**config.mk**
```make
export PLATFORM = sky130hd
export DESIGN_NAME = glcm_ctrl
export DESIGN_NICKNAME = d
export VERILOG_FILES = /design/src/design/glcm_pkg.sv /design/src/design/glcm_ctrl.sv
export SDC_FILE = /design/constraint.sdc
export NUM_CORES = 1
export LEC_CHECK = 0
export ABC_CLOCK_PERIOD_IN_PS = 1500
export BUFFER_PORTS_ARGS = -buffer_cell sky130_fd_sc_hd__buf_2
export CORE_AREA = 4 4 43 45
export CTS_CLUSTER_DIAMETER = 50
export DETAILED_ROUTE_END_ITERATION = 8
export DIE_AREA = 0 0 47 49
export GPL_TIMING_DRIVEN = 0
export PLACE_DENSITY_LB_ADDON = 0.08
export SYNTH_ARGS = -nofsm -noshare
export SYNTH_HDL_FRONTEND = slang
export SYNTH_SLANG_ARGS = --single-unit
```
**constraint.sdc**
```tcl
create_clock -name clk -period 1.5 [get_ports clk]
set_clock_uncertainty 0.15 [all_clocks]
set_input_delay 0.225 -clock clk [delete_from_list [all_inputs] [get_ports clk]]
set_output_delay 0.225 -clock clk [all_outputs]
set_load 0.005 [all_outputs]
```
**src/design/glcm_pkg.sv**
```systemverilog
// Shared constants, codes, controller/datapath bundles and helpers for the co-occurrence counter.
`default_nettype none

package glcm_pkg;

	// Frame and bin array geometry.
	localparam int MAX_WIDTH  = 256;
	localparam int MAX_HEIGHT = 256;
	localparam int LEVELS     = 256;
	localparam int COUNT_BITS = 20;

	// Fixed field widths of the ports.
	localparam int PIX_BITS     = 8;
	localparam int POSIN_BITS   = 8;
	localparam int VALUE_BITS   = 20;
	localparam int CFG_BITS     = 9;
	localparam int CFG_IDX_BITS = 2;
	localparam int MODE_BITS    = 2;

	// Derived widths.
	localparam int COL_BITS   = (MAX_WIDTH > 1) ? $clog2(MAX_WIDTH) : 1;
	localparam int ROW_BITS   = (MAX_HEIGHT > 1) ? $clog2(MAX_HEIGHT) : 1;
	localparam int LEVEL_BITS = $clog2(LEVELS);
	localparam int FRAME_DEPTH = MAX_WIDTH * MAX_HEIGHT;
	localparam int FRAME_AW   = (FRAME_DEPTH > 1) ? $clog2(FRAME_DEPTH) : 1;
	localparam int BIN_DEPTH  = LEVELS * LEVELS;
	localparam int BIN_AW     = $clog2(BIN_DEPTH);
	localparam int RC_BITS    = (COL_BITS > ROW_BITS) ? COL_BITS : ROW_BITS;
	localparam int POS_BITS   = (RC_BITS > CFG_BITS) ? RC_BITS + 1 : CFG_BITS;
	localparam int SUM_BITS   = POS_BITS + 2;

	localparam logic [VALUE_BITS-1:0] OUT_MAX = '1;

	// Input item modes.
	localparam logic [MODE_BITS-1:0] MODE_LOAD  = 2'd0;
	localparam logic [MODE_BITS-1:0] MODE_PASS  = 2'd1;
	localparam logic [MODE_BITS-1:0] MODE_READ  = 2'd2;
	localparam logic [MODE_BITS-1:0] MODE_CLEAR = 2'd3;

	// Result kinds.
	localparam logic KIND_READ = 1'b0;
	localparam logic KIND_PASS = 1'b1;

	// Configuration register indexes.
	localparam logic [CFG_IDX_BITS-1:0] CFG_WIDTH    = 2'd0;
	localparam logic [CFG_IDX_BITS-1:0] CFG_HEIGHT   = 2'd1;
	localparam logic [CFG_IDX_BITS-1:0] CFG_OFFSET_X = 2'd2;
	localparam logic [CFG_IDX_BITS-1:0] CFG_OFFSET_Y = 2'd3;

	// Commands from the controller to the datapath.
	typedef struct packed {
		logic load_pix;
		logic start_pass;
		logic fetch;
		logic bin_rd_pass;
		logic bin_rd_user;
		logic bin_wr;
		logic advance;
		logic clr_step;
		logic out_read;
		logic out_pass;
	} cmd_t;

	// Status from the datapath to the controller.
	typedef struct packed {
		logic frame_empty;
		logic scan_last;
		logic nbr_in_frame;
		logic clr_last;
	} sts_t;

	// Gray levels past the bin range select the last bin.
	function automatic logic [LEVEL_BITS-1:0] clamp_level(input logic [PIX_BITS-1:0] lv);
		clamp_level = (32'(lv) >= LEVELS) ? LEVEL_BITS'(LEVELS - 1) : LEVEL_BITS'(lv);
	endfunction

	// Counts wider than the result field are reported at its maximum.
	function automatic logic [VALUE_BITS-1:0] sat_out(input logic [COUNT_BITS-1:0] v);
		sat_out = (64'(v) > 64'(OUT_MAX)) ? OUT_MAX : VALUE_BITS'(v);
	endfunction

endpackage

`default_nettype wire

```
**src/design/glcm_ctrl.sv**
```systemverilog
// Controller state machine for the co-occurrence counter: handshakes and sequencing.
`default_nettype none

module glcm_ctrl (
	input  wire logic                          clk,
	input  wire logic                          arst_n,
	input  wire logic                          in_valid,
	output logic                               in_ready,
	input  wire logic [glcm_pkg::MODE_BITS-1:0] mode,
	output logic                               out_valid,
	input  wire logic                          out_ready,
	input  wire glcm_pkg::sts_t                sts,
	output glcm_pkg::cmd_t                     cmd
);

	localparam logic [2:0] S_CLR   = 3'd0;
	localparam logic [2:0] S_IDLE  = 3'd1;
	localparam logic [2:0] S_FETCH = 3'd2;
	localparam logic [2:0] S_BINRD = 3'd3;
	localparam logic [2:0] S_BINWR = 3'd4;
	localparam logic [2:0] S_PDONE = 3'd5;
	localparam logic [2:0] S_RDOUT = 3'd6;

	logic [2:0] state_q;
	logic [2:0] state_nxt;
	logic       out_valid_q;
	logic       out_free;
	logic       in_fire;

	assign in_ready  = (state_q == S_IDLE);
	assign in_fire   = in_valid && in_ready;
	assign out_valid = out_valid_q;
	assign out_free  = !out_valid_q || out_ready;

	// Next state and command decode.
	always_comb begin
		state_nxt = state_q;
		cmd = '0;
		case (state_q)
			S_CLR: begin
				cmd.clr_step = 1'b1;
				if (sts.clr_last) begin
					state_nxt = S_IDLE;
				end
			end
			S_IDLE: begin
				if (in_fire) begin
					case (mode)
						glcm_pkg::MODE_LOAD: begin
							cmd.load_pix = 1'b1;
						end
						glcm_pkg::MODE_PASS: begin
							cmd.start_pass = 1'b1;
							state_nxt = sts.frame_empty ? S_PDONE : S_FETCH;
						end
						glcm_pkg::MODE_READ: begin
							cmd.bin_rd_user = 1'b1;
							state_nxt = S_RDOUT;
						end
						default: begin
							state_nxt = S_CLR;
						end
					endcase
				end
			end
			S_FETCH: begin
				cmd.fetch = 1'b1;
				if (sts.nbr_in_frame) begin
					state_nxt = S_BINRD;
				end else begin
					cmd.advance = 1'b1;
					if (sts.scan_last) begin
						state_nxt = S_PDONE;
					end
				end
			end
			S_BINRD: begin
				cmd.bin_rd_pass = 1'b1;
				state_nxt = S_BINWR;
			end
			S_BINWR: begin
				cmd.bin_wr  = 1'b1;
				cmd.advance = 1'b1;
				state_nxt = sts.scan_last ? S_PDONE : S_FETCH;
			end
			S_PDONE: begin
				if (out_free) begin
					cmd.out_pass = 1'b1;
					state_nxt = S_IDLE;
				end
			end
			S_RDOUT: begin
				if (out_free) begin
					cmd.out_read = 1'b1;
					state_nxt = S_IDLE;
				end
			end
			default: begin
				state_nxt = S_IDLE;
			end
		endcase
	end

	// State register; reset starts with the bin clearing sweep.
	always_ff @(posedge clk or negedge arst_n) begin
		if (!arst_n) begin
			state_q <= S_CLR;
		end else begin
			state_q <= state_nxt;
		end
	end

	// Output valid flag for the result register.
	always_ff @(posedge clk or negedge arst_n) begin
		if (!arst_n) begin
			out_valid_q <= 1'b0;
		end else if (cmd.out_read || cmd.out_pass) begin
			out_valid_q <= 1'b1;
		end else if (out_ready) begin
			out_valid_q <= 1'b0;
		end
	end

`ifndef SYNTH
	a_out_from_result_state: assert property (@(posedge clk) disable iff (!arst_n)
		$rose(out_valid_q) |-> ($past(state_q) == S_RDOUT || $past(state_q) == S_PDONE))
		else $error("result flagged outside a result state");
	a_no_overwrite: assert property (@(posedge clk) disable iff (!arst_n)
		(cmd.out_read || cmd.out_pass) |-> out_free)
		else $error("pending result overwritten");
	a_clear_sweeps: assert property (@(posedge clk) disable iff (!arst_n)
		(in_fire && mode == glcm_pkg::MODE_CLEAR) |=> (state_q == S_CLR))
		else $error("clear transaction did not start a sweep");
	a_write_after_read: assert property (@(posedge clk) disable iff (!arst_n)
		cmd.bin_wr |-> $past(cmd.bin_rd_pass))
		else $error("bin written without a preceding read");
`endif

endmodule

`default_nettype wire

```
==> flow_summary.json <==
{
  "holdCritPathClass": "input port to flip-flop",
  "crit_path_start_kind": "flip-flop",
  "worst_slack_ns": -0.2227,
  "cap_violations": 0,
  "status": "finished with violations",
  "h-tree-depth": 1,
  "antenna_found_initial": 0,
  "cts.reportedPaths.clkPinSlew_ns": 0.04,
  "arrival_ns": 1.68,
  "synth-xor-area-share": 0.01902,
  "syn_inst": 53,
  "final_area_um2": 833.3,
  "grt.overflow.total": 0,
  "slew_viol_final": 0,
  "yosysTopAreaCellShare": 0.2174,
  "seq_power_share": 0.145,
  "synth_compound_area_frac": 0.1250,
  "dieArea_um2": 2303,
  "cts_sinks": 4,
  "ys_seq_area_frac": 0.2174,
  "synth_nets": 66,
  "failed_checks": "negative setup slack",
  "p_leak_nw": 0.4554,
  "yosysWarnings": 0,
  "vdd_drop_max_uv": 585.7,
  "cts_tree": "done",
  "hold_viol": 0,
  "clk_latency_ns": 0.23,
  "dp.cells": 90,
  "wl_per_cell_um": 12.52,
  "routed_via_density": 4.937,
  "die_h_um": 49,
  "slew_headroom": 0.8504,
  "dieWidth_um": 47,
  "synthesis.area_um2": 460.4,
  "grt_pass1_vias": 553,
  "numCtsBuffers": 3,
  "port_buffers": 21,
  "rr_startpoint": "state_q[0]",
  "synth-edff-count": 0,
  "synthSimpleGateAreaFrac": 0.4321,
  "path_max_fanout": 5,
  "fin_setup_tns_ns": -1.841,
  "required_ns": 1.46,
  "switchingPower_w": 0.0005339,
  "end_kind": "flip-flop",
  "drc": 0,
  "power.share.clock": 0.090,
  "timing.reg2reg.setup_slack_ns": -0.22,
  "boundaryPins": 22,
  "post-route-period-util": 1.148,
  "worstMarginPinSlew_ns": 0.2219,
  "power_switching_share": 0.3760,
  "ys_top_cells_by_count": "and3_1 (4), dfrtp_1 (4), inv_1 (4), nand2_1 (4)",
  "drt_iter0_markers": 2,
  "ys_ff_latch": 4,
  "grt_first_pass_wirelength_um": 2421,
  "post_synth.cell_area_avg_um2": 8.688,
  "clockBufferDepth": 2,
  "synth_fa_ha_area_frac": 0.08152,
  "nets": 110,
  "ff2ff_path_depth": 5,
  "start_util": 0.3129,
  "max_freq_mhz": 580.5,
  "drive_above_1_share": 0.6526,
  "p_per_area_nw_per_um2": 1704,
  "first_pass_iters": 4,
  "num_vias": 548,
  "final-instance-count-excl-fill": 111,
  "antennaDiodeCount": 0,
  "synthArstFlopShare": 1.000,
  "p_int_w": 0.0008862,
  "grt.total_usage": 0.1398,
  "ys_types": 30,
  "ant_nets": 0,
  "ys.flop_type": "dfrtp_1",
  "synth_top_cell_by_area": "dfrtp_1",
  "grt_start_max_net_pins": 11,
  "synthToLayoutAreaGrowth_pct": 80.98,
  "cts_root_buffer": "clkbuf_4",
  "crit_type": "flip-flop to flip-flop",
  "core_area_um2": 1471,
  "rsz0062_at_grt": "yes",
  "synth_top_family_by_area": "simple AND/OR/NAND/NOR gates",
  "power_w": 0.001420,
  "finalCriticalPeriod_ns": 1.723,
  "place_area_um2": 594.3,
  "drt-total-wl_um": 1390,
  "ys_top_cells_by_area": "dfrtp_1 (22%), ha_1 (8.2%), and3_1 (5.4%)",
  "setup_viol": 13,
  "setup.worst_path.start": "state_q[0]",
  "p_comb_frac": 0.766,
  "rows": 14,
  "routabilityCongestion": 0.6766,
  "crit_end": "state_q[1]",
  "synth.area.mux_share": 0.03261,
  "reg2reg_to": "state_q[1]",
  "final_util": 0.5663
}
## final cells by class
cell class,instances,area [µm²]
fill,135,638.1
multi-input combinational,42,382.9
timing repair buffer,39,261.5
sequential,4,101.3
buffer,3,30.03
clock buffer,3,22.52
tap,16,20.02
inverter,4,15.01
## power by group through the flow
| stage | registers, W | logic (W) | clock network (W) |
|---|---|---|---|
| after floorplan | 0.000197 | 0.000443 | 0 |
| after global placement | 0.000207 | 0.000626 | 0 |
| after detailed placement | 0.000206 | 0.000618 | 0 |
| after CTS | 0.000202 | 0.00103 | 0.000132 |
| after global routing | 0.000214 | 0.00119 | 0.000148 |
| final | 0.000206 | 0.00109 | 0.000127 |
## worst max-delay path: stages, from the launching register on
cell	delay (ns)
dfrtp_1	0.40
buf_6	0.15
nor4b_4	0.28
a32o_2	0.19
nand2b_4	0.13
mux2_4	0.29
## sequential cells by signal (all words and copies together) (netlist names)
register,cells
out_valid,1
state_q,3
## kinds of logic after synthesis
logic type | Yosys count
and+or+nand+nor | 29
AOI/OAI and AO/OA | 8
buffers and inverters | 7
DFF | 4
adders and majority gates | 3
xor gates and xnor gates | 1
muxes | 1
## worst min path at each step
stage	start	endpoint	slack, ns	cells after the start
global placement	arst_n	out_valid	-0.12	1
floorplan	arst_n	out_valid	-0.22	0
global route	out_ready	out_valid	0.19	3
detailed placement	arst_n	out_valid	-0.12	1
finish	out_ready	out_valid	0.16	3
CTS	out_ready	out_valid	0.16	3
## timing repair
item | in CTS | in global routing
gates cloned | 1 | 0
setup endpoints to repair | 13 | 14
buffers inserted | 13 | 3
hold buffers | 1 | 0
hold endpoints to repair | 4 | 0
gates resized for setup | 18 | 2
pin swaps | 5 | 5
## per-layer routing
| layer | part of all wire | vias to the layer above | global-route usage |
|---|---|---|---|
| met5 | 0 | - | 0 |
| met4 | 0 | 0 | 0.05530 |
| met3 | 0.065 | 0 | 0.02214 |
| met2 | 0.53 | 17 | 0.2376 |
| met1 | 0.41 | 255 | 0.1663 |
| li1 | - | 276 | - |
## placed cells by master (no fill, tap or decap), types with 2 or more instances in the layout
master    Yosys  layout
buf_2         1      21
buf_4         0      13
buf_6         2       7
and3_1        4       4
inv_1         4       3
nand2_1       4       3
ha_1          3       3
clkbuf_4      0       3
dfrtp_1       4       3
nand2b_4      1       2
nor2_2        1       2
nor3b_2       2       2
nor3b_4       0       2
nand2b_1      3       2
nor3_1        3       2
nor2b_1       2       2
a211oi_1      2       2
## stage by stage
step	hold slack (ns)	setup slack, ns
6_report	0.1602	-0.2227
5_1_grt	0.1897	-0.3146
4_1_cts	0.1635	-0.1981
3_5_place_dp	-0.1205	-0.2080
3_3_place_gp	-0.1196	-0.2019
2_1_floorplan	-0.2206	-0.05471
Power figures use the tool's default switching activity.
